File: src/rtl/core/assert_macros.svh
// Assertion macros shared by the RTL files that check their own logic
`ifndef ASSERT_MACROS_SVH
`define ASSERT_MACROS_SVH

// Property must hold at every rising clock edge outside reset
`define PFE_ASSERT(lbl, clk, rst, prop, msg) \
  lbl: assert property (@(posedge clk) disable iff (rst) (prop)) else $error(msg);

// Condition must never be seen at a rising clock edge outside reset
`define PFE_NEVER(lbl, clk, rst, cond, msg) \
  lbl: assert property (@(posedge clk) disable iff (rst) !(cond)) else $error(msg);

`endif

File: src/rtl/core/pfe_pkg.sv
// Types, constants and key square helpers of the Playfair stream encryptor
package pfe_pkg;

  localparam int SIDE   = 5;
  localparam int CELLS  = SIDE * SIDE;
  localparam int CELL_W = 5;
  localparam int SQ_W   = CELLS * CELL_W;
  localparam int CFG_W  = 50;
  localparam int POS_W  = 3;
  localparam int IDX_W  = 5;

  // Letter indices, A = 0
  localparam logic [CELL_W-1:0] LETTER_I = 5'd8;
  localparam logic [CELL_W-1:0] LETTER_J = 5'd9;
  localparam logic [CELL_W-1:0] LETTER_X = 5'd23;

  // ASCII codes
  localparam logic [7:0] ASCII_UPPER_A = 8'd65;
  localparam logic [7:0] ASCII_UPPER_Z = 8'd90;
  localparam logic [7:0] ASCII_LOWER_A = 8'd97;
  localparam logic [7:0] ASCII_LOWER_Z = 8'd122;
  localparam logic [7:0] ASCII_CASE    = 8'd32;
  localparam logic [6:0] CHAR_BASE     = 7'd65;

  // Configuration register indices
  localparam logic [1:0] REG_ROWS_0_1 = 2'd0;
  localparam logic [1:0] REG_ROWS_2_3 = 2'd1;
  localparam logic [1:0] REG_ROW_4    = 2'd2;

  // Reset key square: M F H I K / U N O P Q / Z V W X Y / E L A R G / D S T B C
  localparam logic [49:0] RST_ROWS_0_1 = 50'd579938304662700;
  localparam logic [49:0] RST_ROWS_2_3 = 50'd229809901525689;
  localparam logic [24:0] RST_ROW_4    = 25'd2149955;

  localparam int QUEUE_DEPTH_DEF = 4;

  // One digraph waiting to be enciphered
  typedef struct packed {
    logic [CELL_W-1:0] first;
    logic [CELL_W-1:0] second;
    logic              last;
    logic              done;
  } job_t;

  typedef struct packed {
    logic [POS_W-1:0] row;
    logic [POS_W-1:0] col;
  } pos_t;

  // First matching cell in row-major order; a missing letter sits at row 0, column 0
  function automatic pos_t locate(input logic [SQ_W-1:0] sq, input logic [CELL_W-1:0] letter);
    pos_t p;
    p = '0;
    for (int r = SIDE - 1; r >= 0; r--) begin
      for (int c = SIDE - 1; c >= 0; c--) begin
        if (sq[(r * SIDE + c) * CELL_W +: CELL_W] == letter) begin
          p.row = POS_W'(r);
          p.col = POS_W'(c);
        end
      end
    end
    return p;
  endfunction

  // Step one place along a row or column, wrapping at the edge
  function automatic logic [POS_W-1:0] wrap_inc(input logic [POS_W-1:0] v);
    return (v == POS_W'(SIDE - 1)) ? '0 : v + POS_W'(1);
  endfunction

  // Cell contents at a row and column
  function automatic logic [CELL_W-1:0] cell_at(input logic [SQ_W-1:0] sq, input pos_t p);
    logic [IDX_W-1:0]  idx;
    logic [CELL_W-1:0] v;
    idx = (IDX_W'(p.row) << 2) + IDX_W'(p.row) + IDX_W'(p.col);
    v   = '0;
    for (int i = 0; i < CELLS; i++) begin
      if (idx == IDX_W'(i)) v = sq[i * CELL_W +: CELL_W];
    end
    return v;
  endfunction

endpackage

File: src/rtl/core/pfe_if.sv
// Valid/ready stream interfaces for the input characters and cipher letters
interface pfe_in_if;
  logic       valid;
  logic       ready;
  logic [7:0] char_in;
  logic       message_end;

  modport source (output valid, output char_in, output message_end, input ready);
  modport sink   (input valid, input char_in, input message_end, output ready);
endinterface

interface pfe_out_if;
  logic       valid;
  logic       ready;
  logic [6:0] cipher_char;
  logic       run_last;
  logic       message_done;

  modport source (output valid, output cipher_char, output run_last, output message_done,
                  input ready);
  modport sink   (input valid, input cipher_char, input run_last, input message_done,
                  output ready);
endinterface

File: src/rtl/core/pfe_front.sv
// Front end: folds and filters characters, pairs letters and queues digraphs
`include "assert_macros.svh"

module pfe_front (
  input  logic         clk,
  input  logic         rst,
  pfe_in_if.sink       in_ch,
  output logic         push,
  output pfe_pkg::job_t push_job,
  input  logic         full
);
  import pfe_pkg::*;

  logic [CELL_W-1:0] held;
  logic              pending;
  logic              phase;

  logic [7:0]        ch;
  logic              is_letter;
  logic [CELL_W-1:0] letter;
  logic              same;
  logic              has_j1;
  logic              has_j2;
  logic              two;
  logic              pend_after;
  logic [CELL_W-1:0] held_after;
  logic              need_push;
  logic              accept;

  // Case folding and letter classification
  always_comb begin
    ch = in_ch.char_in;
    if (ch >= ASCII_LOWER_A && ch <= ASCII_LOWER_Z) ch = ch - ASCII_CASE;
    is_letter = (ch >= ASCII_UPPER_A) && (ch <= ASCII_UPPER_Z);
    letter    = CELL_W'(ch - ASCII_UPPER_A);
    if (letter == LETTER_J) letter = LETTER_I;
  end

  // Digraphs caused by this item: a pair with the held letter, then end padding
  always_comb begin
    same       = (held == letter);
    has_j1     = is_letter && pending;
    pend_after = is_letter ? (!pending || same) : pending;
    held_after = is_letter ? letter : held;
    has_j2     = in_ch.message_end && pend_after;
    two        = has_j1 && has_j2;
    need_push  = has_j1 || has_j2;
  end

  always_comb begin
    if (has_j1 && !phase) begin
      push_job.first  = held;
      push_job.second = same ? LETTER_X : letter;
      push_job.last   = !has_j2;
      push_job.done   = in_ch.message_end && !has_j2;
    end else begin
      push_job.first  = held_after;
      push_job.second = LETTER_X;
      push_job.last   = 1'b1;
      push_job.done   = 1'b1;
    end
  end

  // An item that yields two digraphs is held until its first digraph has been pushed
  assign in_ch.ready = (!need_push || !full) && !(two && !phase);
  assign push        = in_ch.valid && need_push && !full;
  assign accept      = in_ch.valid && in_ch.ready;

  always_ff @(posedge clk) begin
    if (rst) begin
      held    <= '0;
      pending <= 1'b0;
      phase   <= 1'b0;
    end else begin
      if (accept) begin
        held    <= held_after;
        pending <= pend_after && !in_ch.message_end;
        phase   <= 1'b0;
      end else if (in_ch.valid && two && !phase && !full) begin
        phase   <= 1'b1;
      end
    end
  end

  `PFE_ASSERT(a_two_needs_phase, clk, rst, (accept && two) |-> phase,
              "item with two digraphs accepted in one cycle")
  `PFE_NEVER(a_push_full, clk, rst, push && full, "push into a full queue")

endmodule

File: src/rtl/core/pfe_queue.sv
// Short digraph queue between the front end and the cipher back end
`include "assert_macros.svh"

module pfe_queue #(
  parameter int DEPTH = pfe_pkg::QUEUE_DEPTH_DEF
) (
  input  logic          clk,
  input  logic          rst,
  input  logic          push,
  input  pfe_pkg::job_t push_job,
  output logic          full,
  output logic          pop_valid,
  output pfe_pkg::job_t pop_job,
  input  logic          pop
);
  import pfe_pkg::*;

  localparam int PTR_W = $clog2(DEPTH);
  localparam int CNT_W = $clog2(DEPTH + 1);

  job_t             mem [DEPTH];
  logic [PTR_W-1:0] wr_ptr;
  logic [PTR_W-1:0] rd_ptr;
  logic [CNT_W-1:0] count;
  logic             do_pop;

  assign full      = (count == CNT_W'(DEPTH));
  assign pop_valid = (count != '0);
  assign pop_job   = mem[rd_ptr];
  assign do_pop    = pop && pop_valid;

  // Storage
  always_ff @(posedge clk) begin
    if (push) mem[wr_ptr] <= push_job;
  end

  // Pointers and fill count
  always_ff @(posedge clk) begin
    if (rst) begin
      wr_ptr <= '0;
      rd_ptr <= '0;
      count  <= '0;
    end else begin
      if (push) wr_ptr <= (wr_ptr == PTR_W'(DEPTH - 1)) ? '0 : wr_ptr + PTR_W'(1);
      if (do_pop) rd_ptr <= (rd_ptr == PTR_W'(DEPTH - 1)) ? '0 : rd_ptr + PTR_W'(1);
      if (push && !do_pop) count <= count + CNT_W'(1);
      else if (do_pop && !push) count <= count - CNT_W'(1);
    end
  end

  `PFE_ASSERT(a_count_bound, clk, rst, count <= CNT_W'(DEPTH), "queue count overrun")
  `PFE_ASSERT(a_ptr_gap, clk, rst,
              (count == '0 || count == CNT_W'(DEPTH)) |-> (wr_ptr == rd_ptr),
              "queue pointers disagree with count")

endmodule

File: src/rtl/core/pfe_back.sv
// Back end: locates a digraph in the key square and sends the two cipher letters
`include "assert_macros.svh"

module pfe_back (
  input  logic                      clk,
  input  logic                      rst,
  input  logic [pfe_pkg::SQ_W-1:0]  sq,
  input  logic                      pop_valid,
  input  pfe_pkg::job_t             pop_job,
  output logic                      pop,
  pfe_out_if.source                 out_ch
);
  import pfe_pkg::*;

  // Locate stage
  logic              a_valid;
  pos_t              a_p1;
  pos_t              a_p2;
  logic              a_last;
  logic              a_done;

  // Output stage
  logic              b_valid;
  logic              b_second;
  logic [CELL_W-1:0] b_x;
  logic [CELL_W-1:0] b_y;
  logic              b_last;
  logic              b_done;

  logic              b_load;
  pos_t              px;
  pos_t              py;
  logic [CELL_W-1:0] sel;

  assign b_load = a_valid && (!b_valid || (b_second && out_ch.ready));
  assign pop    = pop_valid && (!a_valid || b_load);

  always_ff @(posedge clk) begin
    if (pop) begin
      a_p1   <= locate(sq, pop_job.first);
      a_p2   <= locate(sq, pop_job.second);
      a_last <= pop_job.last;
      a_done <= pop_job.done;
    end
  end

  // Playfair rule: row shifts right, column shifts down, else rectangle corners
  always_comb begin
    if (a_p1.row == a_p2.row) begin
      px = '{row: a_p1.row, col: wrap_inc(a_p1.col)};
      py = '{row: a_p2.row, col: wrap_inc(a_p2.col)};
    end else if (a_p1.col == a_p2.col) begin
      px = '{row: wrap_inc(a_p1.row), col: a_p1.col};
      py = '{row: wrap_inc(a_p2.row), col: a_p2.col};
    end else begin
      px = '{row: a_p1.row, col: a_p2.col};
      py = '{row: a_p2.row, col: a_p1.col};
    end
  end

  always_ff @(posedge clk) begin
    if (b_load) begin
      b_x    <= cell_at(sq, px);
      b_y    <= cell_at(sq, py);
      b_last <= a_last;
      b_done <= a_done;
    end
  end

  // Stage valids and letter select
  always_ff @(posedge clk) begin
    if (rst) begin
      a_valid  <= 1'b0;
      b_valid  <= 1'b0;
      b_second <= 1'b0;
    end else begin
      if (pop) a_valid <= 1'b1;
      else if (b_load) a_valid <= 1'b0;
      if (b_load) begin
        b_valid  <= 1'b1;
        b_second <= 1'b0;
      end else if (b_valid && out_ch.ready) begin
        if (b_second) b_valid <= 1'b0;
        else b_second <= 1'b1;
      end
    end
  end

  assign sel                 = b_second ? b_y : b_x;
  assign out_ch.valid        = b_valid;
  assign out_ch.cipher_char  = CHAR_BASE + 7'(sel);
  assign out_ch.run_last     = b_second && b_last;
  assign out_ch.message_done = b_second && b_done;

  `PFE_ASSERT(a_second_follows, clk, rst,
              (b_valid && !b_second && out_ch.ready) |=> (b_valid && b_second),
              "second cipher letter lost after first transfer")
  `PFE_NEVER(a_lone_first, clk, rst, b_load && b_valid && !b_second,
             "digraph overwritten before its letters were sent")

endmodule

File: src/rtl/core/playfair_stream_encryptor.sv
// Top level of the Playfair stream encryptor: key square registers, front, queue, back
//
// in_ch carries one raw ASCII character per transfer, with message_end on the
// last character of a message. Lower case folds to upper, other bytes are
// dropped, J counts as I. out_ch carries cipher letters as upper-case ASCII;
// run_last marks the last letter caused by an input transfer and message_done
// the last letter of a message. The user must write the key square through cfg_write,
// cfg_index and cfg_data only while the block is idle; the block does not enforce it.
// Flow: a digraph is written into the queue, popped into the locate stage and
// loaded into the output stage, which offers its first cipher letter. An input
// character is taken every cycle while the queue can take its digraphs; one that
// yields two digraphs is held until the first of them is queued. Each digraph
// leaves as two letters, first then second, on the output port, which sets the
// sustained digraph rate.
// Reset clears the held letter, the digraph queue and both back-end stages and
// restores the default key square. When the receiver stalls, the output letter
// holds, the back end and queue fill, and in_ch.ready drops for characters that
// would queue a digraph once the queue of QUEUE_DEPTH digraphs is full.
module playfair_stream_encryptor #(
  parameter int QUEUE_DEPTH = pfe_pkg::QUEUE_DEPTH_DEF
) (
  input  logic                      clk,
  input  logic                      rst,
  pfe_in_if.sink                    in_ch,
  pfe_out_if.source                 out_ch,
  input  logic                      cfg_write,
  input  logic [1:0]                cfg_index,
  input  logic [pfe_pkg::CFG_W-1:0] cfg_data
);
  import pfe_pkg::*;

  logic [49:0]     square_rows_0_1;
  logic [49:0]     square_rows_2_3;
  logic [24:0]     square_row_4;
  logic [SQ_W-1:0] sq;

  logic            push;
  job_t            push_job;
  logic            full;
  logic            pop_valid;
  job_t            pop_job;
  logic            pop;

  // Key square configuration
  always_ff @(posedge clk) begin
    if (rst) begin
      square_rows_0_1 <= RST_ROWS_0_1;
      square_rows_2_3 <= RST_ROWS_2_3;
      square_row_4    <= RST_ROW_4;
    end else if (cfg_write) begin
      unique case (cfg_index)
        REG_ROWS_0_1: square_rows_0_1 <= cfg_data;
        REG_ROWS_2_3: square_rows_2_3 <= cfg_data;
        REG_ROW_4:    square_row_4    <= cfg_data[24:0];
        default: ;
      endcase
    end
  end

  assign sq = {square_row_4, square_rows_2_3, square_rows_0_1};

  pfe_front u_front (
    .clk      (clk),
    .rst      (rst),
    .in_ch    (in_ch),
    .push     (push),
    .push_job (push_job),
    .full     (full)
  );

  pfe_queue #(
    .DEPTH (QUEUE_DEPTH)
  ) u_queue (
    .clk       (clk),
    .rst       (rst),
    .push      (push),
    .push_job  (push_job),
    .full      (full),
    .pop_valid (pop_valid),
    .pop_job   (pop_job),
    .pop       (pop)
  );

  pfe_back u_back (
    .clk       (clk),
    .rst       (rst),
    .sq        (sq),
    .pop_valid (pop_valid),
    .pop_job   (pop_job),
    .pop       (pop),
    .out_ch    (out_ch)
  );

endmodule
File: src/flat_wrapper.sv
// flat-port wrapper written by rule: the top's interface ports become plain ports
module playfair_stream_encryptor_flat import pfe_pkg::*;
#(
  parameter int QUEUE_DEPTH = pfe_pkg::QUEUE_DEPTH_DEF
)
  (clk, rst, cfg_write, cfg_index, cfg_data, in_ch_valid, in_ch_char_in, in_ch_message_end, in_ch_ready, out_ch_valid, out_ch_cipher_char, out_ch_run_last, out_ch_message_done, out_ch_ready);
  pfe_in_if in_ch_i ();
  pfe_out_if out_ch_i ();
  input  logic clk;
  input  logic rst;
  input  logic cfg_write;
  input  logic [1:0] cfg_index;
  input  logic [pfe_pkg::CFG_W-1:0] cfg_data;
  input wire logic [$bits(in_ch_i.valid)-1:0] in_ch_valid;
  input wire logic [$bits(in_ch_i.char_in)-1:0] in_ch_char_in;
  input wire logic [$bits(in_ch_i.message_end)-1:0] in_ch_message_end;
  output wire logic [$bits(in_ch_i.ready)-1:0] in_ch_ready;
  output wire logic [$bits(out_ch_i.valid)-1:0] out_ch_valid;
  output wire logic [$bits(out_ch_i.cipher_char)-1:0] out_ch_cipher_char;
  output wire logic [$bits(out_ch_i.run_last)-1:0] out_ch_run_last;
  output wire logic [$bits(out_ch_i.message_done)-1:0] out_ch_message_done;
  input wire logic [$bits(out_ch_i.ready)-1:0] out_ch_ready;
  assign in_ch_i.valid = in_ch_valid;
  assign in_ch_i.char_in = in_ch_char_in;
  assign in_ch_i.message_end = in_ch_message_end;
  assign in_ch_ready = in_ch_i.ready;
  assign out_ch_valid = out_ch_i.valid;
  assign out_ch_cipher_char = out_ch_i.cipher_char;
  assign out_ch_run_last = out_ch_i.run_last;
  assign out_ch_message_done = out_ch_i.message_done;
  assign out_ch_i.ready = out_ch_ready;
  playfair_stream_encryptor #(.QUEUE_DEPTH(QUEUE_DEPTH)) u_core (.clk(clk), .rst(rst), .in_ch(in_ch_i), .out_ch(out_ch_i), .cfg_write(cfg_write), .cfg_index(cfg_index), .cfg_data(cfg_data));
endmodule
File: config.mk
export PLATFORM = sky130hd
export DESIGN_NAME = playfair_stream_encryptor_flat
export DESIGN_NICKNAME = d
export VERILOG_FILES = /design/src/rtl/core/pfe_pkg.sv /design/src/rtl/core/pfe_if.sv /design/src/rtl/core/pfe_front.sv /design/src/rtl/core/pfe_queue.sv /design/src/rtl/core/pfe_back.sv /design/src/rtl/core/playfair_stream_encryptor.sv /design/src/flat_wrapper.sv
export VERILOG_INCLUDE_DIRS = /design/src /design/src/rtl/core
export SDC_FILE = /design/constraint.sdc
export NUM_CORES = 1
export LEC_CHECK = 0
export ABC_AREA = 1
export BUFFER_PORTS_ARGS = -buffer_cell sky130_fd_sc_hd__buf_2
export CORE_MARGIN = 4
export CORE_UTILIZATION = 55
export DETAILED_ROUTE_END_ITERATION = 7
export PLACE_DENSITY = 0.78
export SYNTH_ARGS = -nofsm -noshare
export SYNTH_HDL_FRONTEND = slang
export SYNTH_HIERARCHICAL = 1
export SYNTH_SLANG_ARGS = --single-unit
File: constraint.sdc
create_clock -name clk -period 11.24 [get_ports clk]
set_input_delay 0.562 -clock clk [delete_from_list [all_inputs] [get_ports clk]]
set_output_delay 0.562 -clock clk [all_outputs]
set_load 0.02 [all_outputs]
==> flow_metrics.env <==
export IMPL_ys_seq_elements=218
export IMPL_synthMostInstantiatedCell="nand2_1"
export IMPL_cts_buffers=23
export IMPL_cts_tree="yes"
export IMPL_vias_per_cell=6.06
export IMPL_grt_overflow=0
export IMPL_clock_root_buffer="clkbuf_16"
export IMPL_syn2layout_area_growth_pct=8.26
export IMPL_final_antenna_net_count=0
export IMPL_drt_pre_antenna_iters=8
export IMPL_htreeDepth=1
export IMPL_rsz0062_at_grt="false"
export IMPL_postCtsSetupRepairBufs=0
export IMPL_clk_pin_slew_worst_paths_ns=0.06
export IMPL_status="complete, but fails checks"
export IMPL_period_share_pct=48.3
export IMPL_cts_repair_resized=0
export IMPL_hp_class="primary input to register"
export IMPL_clock_path_buffers=3
export IMPL_cp_slowest_stage_delay_ns=0.53
export IMPL_synthTopCellsByArea="dfxtp_1 (18%), edfxtp_1 (14%), nand2_1 (14%)"
export IMPL_netlist_area_leader_share_pct=17.9
export IMPL_synthTopCellsByCount="nand2_1 (588), nor2_1 (331), inv_1 (284)"
export IMPL_antenna_found_initial=0
export IMPL_start_util_pct=56.0
export IMPL_via_count=17222
export IMPL_crit_arrival_ns=5.69
export IMPL_clock_skew_ns=0.0101
export IMPL_critPathRequiredTime_ns=11.50
export IMPL_cts_hold_buf=0
export IMPL_synth_distinct_cells=64
export IMPL_period_minus_slack_ns=5.43
export IMPL_drc=3
export IMPL_antenna_cells=0
export IMPL_ys_flop_type="dfxtp_1"
export IMPL_syn_inst=2418
export IMPL_synth_fp_nets=2517
export IMPL_gp_congestion=1.13
export IMPL_num_rows=62
export IMPL_regArea_sq_um=5100
export IMPL_dieArea_sq_um=32100
export IMPL_utilization_pct=60.6
export IMPL_slew_viol_final=0
export IMPL_tightest_slew_ns=1.21
export IMPL_yosysTopAreaCell="dfxtp_1"
export IMPL_cp_slowest_cell="edfxtp_1"
export IMPL_max_cap_violations=0
export IMPL_relSlewSlack_pct=18.7
export IMPL_clock_sinks=218
export IMPL_track_usage_pct=37.1
export IMPL_setup_viol=0
export IMPL_yosys_warnings=6
export IMPL_fmax_mhz=184
export IMPL_routed_wl_microns=61300
export IMPL_async_flop_share_pct=0
export IMPL_tns_ns=0
export IMPL_die_h_microns=179
export IMPL_fp_dieW_microns=179
export IMPL_fin_nets=2539
export IMPL_clk_latency_ns=0.53
export IMPL_synth_edf_count=74
export IMPL_violations="DRC"
export IMPL_grt_max_degree=85
export IMPL_grt_pass1_vias=15593
export IMPL_core_sq_um=28800
export IMPL_cp_max_fo=10
export IMPL_multi_input_area_sq_um=9430
export IMPL_critPathKind="register to register"
export IMPL_hpwl_microns=46000
export IMPL_finalHoldViolCount=0
export IMPL_syn_area_sq_um=16100
export IMPL_io_pin_count=77
export IMPL_portBuffers=75
export IMPL_grt_pass1_wl_microns=91000
export IMPL_end_kind="register"
export IMPL_ys_seq_area_share_pct=31.7
export IMPL_start_kind="register"
export IMPL_drt_initial_drc_count=2554
export IMPL_num_fill_cells=2719
export IMPL_wl_per_cell_microns=21.6
export IMPL_post_synth_cell_area_avg_sq_um=6.66
export IMPL_layout_drive_gt1_share_pct=9.57
[through the flow]
step	hold slack (ns)	instances	instance area, sq um	worst slack [ns]
6_report	0.260	2840	17400	5.81
4_1_cts	0.247	2840	17400	6.07
3_5_place_dp	0.428	2799	16700	6.08
3_3_place_gp	0.409	2799	16700	6.11
2_1_floorplan	0.400	2418	16100	7.09
5_1_grt	0.251	2840	17400	5.62
[routing by layer]
metal  routed length [microns]  up-vias  GRT usage, %
li1                          -     7943             -
met1                     24400     7883          51.0
met2                     24800     1148          53.1
met3                      8650      248          12.3
met4                      3360        0          16.4
met5                         0        -             0
[area by class of cell]
class	instances	share of cell area, %
flip-flops and latches	218	29.3
well taps	384	2.75
clock inverters	6	0.251
inverters	301	6.56
repair buffers	98	3.14
multi-input cells	1798	54.1
clock buffers	35	3.96
[layout by cell type (no fill, tap or decap), types with 27 or more instances in the layout]
cell      count
buf_2        75
a21oi_1      83
nor4_1       27
o21ai_0      71
dfxtp_1     144
nand4_1      71
nand2_1     588
o22ai_1      56
ha_1         30
inv_1       284
xor2_1       65
nor2_1      331
nor3_1       33
edfxtp_1     74
nand3_1     186
xnor2_1      76
[sequential cells by signal, summed over array words and instances (netlist names), 2 cells and up, named ones only]
signal	flops
u_core/u_back/b_y	5
u_core/square_rows_2_3	50
u_core/u_queue/wr_ptr	2
u_core/u_back/b_x	5
u_core/square_rows_0_1	50
u_core/square_row_4	25
u_core/u_back/a_p1	6
u_core/u_queue/mem	48
u_core/u_front/held	5
u_core/u_queue/rd_ptr	2
u_core/u_back/a_p2	6
u_core/u_queue/count	3
[cell families after synthesis]
| group | after synthesis | share of synthesized area, % |
|---|---|---|
| buffers and inverters | 402 | 10.3 |
| other | 1 | 0.0233 |
| flip-flops | 218 | 31.7 |
| AO/OA/AOI/OAI | 283 | 10.2 |
| multiplexers | 2 | 0.132 |
| XOR/XNOR | 142 | 7.77 |
| AND/OR/NAND/NOR | 1336 | 37.2 |
| adder cells (fa/ha/maj) | 34 | 2.77 |
[worst max-delay path, delay by kind of cell (launching register included)]
family | cells | cell delay, ns
buffers and inverters | 2 | 0.21
flip-flops | 1 | 0.53
AND/OR/NAND/NOR | 17 | 2.16
AO/OA/AOI/OAI | 3 | 0.57
adder cells (fa/ha/maj) | 3 | 1.02
XOR/XNOR | 2 | 0.66
[worst paths after layout]
check,from,to,slack [ns],depth (start not counted)
setup / recovery,u_core/u_back/a_p2[0],u_core/u_back/b_y[3],5.81,27
hold / removal,cfg_data[44],u_core/square_rows_2_3[44],0.26,3
setup reg to reg,u_core/u_back/a_p2[0],u_core/u_back/b_y[3],5.81,27
hold reg to reg,u_core/u_back/a_done,u_core/u_back/b_done,0.44,0
Power is not shown: default switching activity piles up to over one toggle a cycle in this logic, so the estimate is an artifact.
